File: src/hdl/cti_ram.sv
module cti_ram #(
	parameter int WIDTH = 16,
	parameter int DEPTH = 256
) (
	input  logic                     clk,
	input  logic                     we,
	input  logic [$clog2(DEPTH)-1:0] waddr,
	input  logic [WIDTH-1:0]         wdata,
	input  logic                     re,
	input  logic [$clog2(DEPTH)-1:0] raddr,
	output logic [WIDTH-1:0]         rdata
);

	logic [WIDTH-1:0] mem [DEPTH];

	always_ff @(posedge clk) begin
		if (we) begin
			mem[waddr] <= wdata;
		end
		if (re) begin
			rdata <= mem[raddr];
		end
	end

endmodule

File: config.mk
export PLATFORM = sky130hd
export DESIGN_NAME = cti_ram
export DESIGN_NICKNAME = d
export VERILOG_FILES = /design/src/hdl/cti_ram.sv
export SDC_FILE = /design/constraint.sdc
export NUM_CORES = 2
export LEC_CHECK = 0
export BUFFER_PORTS_ARGS = -buffer_cell sky130_fd_sc_hd__buf_2
export CAP_MARGIN = 20
export CORE_MARGIN = 2
export CORE_UTILIZATION = 30
export CTS_CLUSTER_DIAMETER = 80
export DETAILED_ROUTE_END_ITERATION = 10
export PLACE_DENSITY = 0.47
export SYNTH_ARGS = -nofsm -noshare
export SYNTH_HDL_FRONTEND = slang
export SYNTH_SLANG_ARGS = --single-unit
File: constraint.sdc
create_clock -name clk -period 2.8 [get_ports clk]
set_input_delay 0.28 -clock clk [delete_from_list [all_inputs] [get_ports clk]]
set_output_delay 0.28 -clock clk [all_outputs]
set_load 0.02 [all_outputs]
==> out/qor.csv <==
metric,value,unit
TNS Setup,0,ns
post-placement cell count,15000,
Mapped Area,159000,um2
vias per cell,5.07,
drt wl/cell,29.9,um
placeable core area,528000,um2
Worst Max-Slew Pin Slew,1.14,ns
first-pass GRT wire length,661000,um
die height,732,um
Hold Fails Final Rpt,0,
clock skew,0.0436,ns
die width,732,um
crit path cell chain,"mux4_2, mux4_2, a22o_1, o32ai_4, buf_4, nor4_1",
CTS sink count,4112,
"Max stage delay cell, worst path",mux4_2,
ys async rst share,0,%
top-area cell type share of the netlist area,77.7,%
Final Util,36.1,%
1st-iter DRT viols,8067,
CP bufs+invs,1,
WP depth,6,
instance count of the mapped netlist,7360,
antenna violations before repair,26,
GPL Wtd Cong,0.831,
GRT overflow,0,
"Slew Viols, Final",0,
Detail Route Antenna Nets,0,
share of layout cells above drive strength 1,32.0,%
CTS Buffer Depth,4,
sequential cell area fraction in the yosys report,77.7,%
Routed WL,476000,um
CTS tree,yes,
Synth area leader,edfxtp_1,
met3 Use GR,2.82,%
CP peak stage delay,0.57,ns
HPWL Detailed,301000,um
Area after DPL,176000,um2
met2 track demand over resource,28.9,%
Ys Warns,0,
final non-filler cell total,15900,
Residual DRC,0,
Max transition margin,24.3,%
vias in the first global route,82300,
area growth from synthesis to layout,20.2,%
"CTS clk-pin slew, worst paths",0.06,ns
CP endpoint kind,register,
syn_area_per_cell,21.6,um2
CP required,3.54,ns
Die Area,535000,um2
status,completed,
nets,8551,
met1 usage,23.8,%
Tmin final,2.74,ns
CP most frequent cell,mux4_2,
Setup crit start kind,register,
pin count of the biggest net entering global routing,109,
CP top delay family,multiplexers,
IO buf count,50,
WS Path Type,reg2reg,
"Max FO, Critical Path",1,
worst hold stages,5,
post-route cell area,191000,um2
Synth Flop Type,edfxtp_1,
Hold Crit Class,in2reg,
RSZ-0062 raised after global routing,false,
Initial Util,30.1,%
Max VDD drop,0.524,mV
fmax,366,MHz
Most Crowded Layer GR,met2,
post-synthesis cell type count,51,
total track usage,17.3,%
R2R cell count,6,
Area contributors post-synth,"edfxtp_1 78%, mux4_2 11%, mux2i_1 3.6%, o221ai_1 1.4%, nor2_1 0.72%",
CP arrival,3.47,ns
final setup vio count,0,
worst skew pair latency,0.98,ns
"EDFF count, synth",4112,
Pre-Repair DR Iteration Count,8,
max_cap viols,0,
fillers,48500,
Top Ports,51,
CTS root buf,clkbuf_16,
Leakage Power,61.2,nW
CTS HTree Levels,5,
via count,80600,
Tcrit/Tclk final,97.7,%
# rows,267,
most frequent cells in the layout,"4112 x edfxtp_1, 913 x buf_4, 797 x mux4_2",
syn nets,7395,
pwr/cell area,698,nW/um2
Num CTS Buffers,448,
"FF+latch count, synth",4112,
"leading cell type in the layout, fill and taps excluded",edfxtp_1,
-- final timing paths --
kind                                     to        start  slack [ns]
worst max register to register     rdata[5]   mem[27][5]        0.06
worst min-delay path            mem[62][14]     waddr[2]        0.20
worst max-delay path               rdata[5]   mem[27][5]        0.06
worst min register to register     rdata[6]  mem[208][6]        1.23
-- worst reg2reg max path: stages (launching register included) --
cell and delay, ns:
edfxtp_1 0.36, mux4_2 0.50, mux4_2 0.57, a22o_1 0.41, o32ai_4 0.43, buf_4 0.19, nor4_1 0.04
-- through the flow --
stage                     hold WS, ns  total power [mW]  setup slack, ns
after global placement          0.656              76.8            -1.04
after global routing            0.181               137          0.00442
after CTS                       0.126               135         -0.00288
final                           0.200               133           0.0648
after floorplan                 0.379              72.6            0.271
after detailed placement        0.664              76.9            -1.10
-- report_power, final --
| part | switching, mW | internal, mW |
|---|---|---|
| Combinational | 4.61 | 2.93 |
| Clock | 24.3 | 33.4 |
| Sequential | 0.119 | 67.9 |
-- area by class of cell --
cell class	count	area [um2]	share of cell area [%]
clock inverters	301	2680	1.41
diodes	8	20.0	0.0105
inverters	4	27.5	0.0144
well taps	6994	8750	4.58
multi-input cells	2792	33300	17.4
clock buffers	528	11600	6.08
repair buffers	1158	11100	5.79
flip-flops and latches	4112	123000	64.7
-- per-layer routing --
| layer | wire (um) | share of wire, % | vias up |
|---|---|---|---|
| met2 | 231000 | 49 | 2477 |
| met3 | 27600 | 5.8 | 545 |
| met1 | 206000 | 43 | 43900 |
| met4 | 10900 | 2.3 | 12 |
| met5 | 74 | 0.016 | - |
| li1 | - | - | 33700 |
-- synthesized netlist by cell type, types with 43 or more instances --
master and count:
edfxtp_1 4112, mux4_2 797, mux2i_1 565, nor2_1 304
o221ai_1 252, clkbuf_1 230, a21oi_1 175, o22ai_1 148
nor3_1 92, mux2_2 88, buf_6 77, buf_2 76
a22oi_1 43
-- cell families after synthesis --
logic type / share of synthesized area, %
muxes: 15.5
AOI/OAI and AO/OA: 3.53
buffers and inverters: 1.69
DFF: 77.7
and+or+nand+nor: 1.57
-- sequential cells by signal (all words and copies together), names as in the netlist --
name   cells
rdata     16
mem     4096
-- what timing repair did --
item / 4_1_cts / 5_1_grt
buffers inserted: 0 / 0
hold buffers: 17 / 0
endpoints found under the hold margin: 1174 / 0
endpoints found under the setup margin: 6 / 2
pin swaps: 1 / 0
gates resized for setup: 11 / 3
Note: power is estimated with default switching activity, not from simulation.
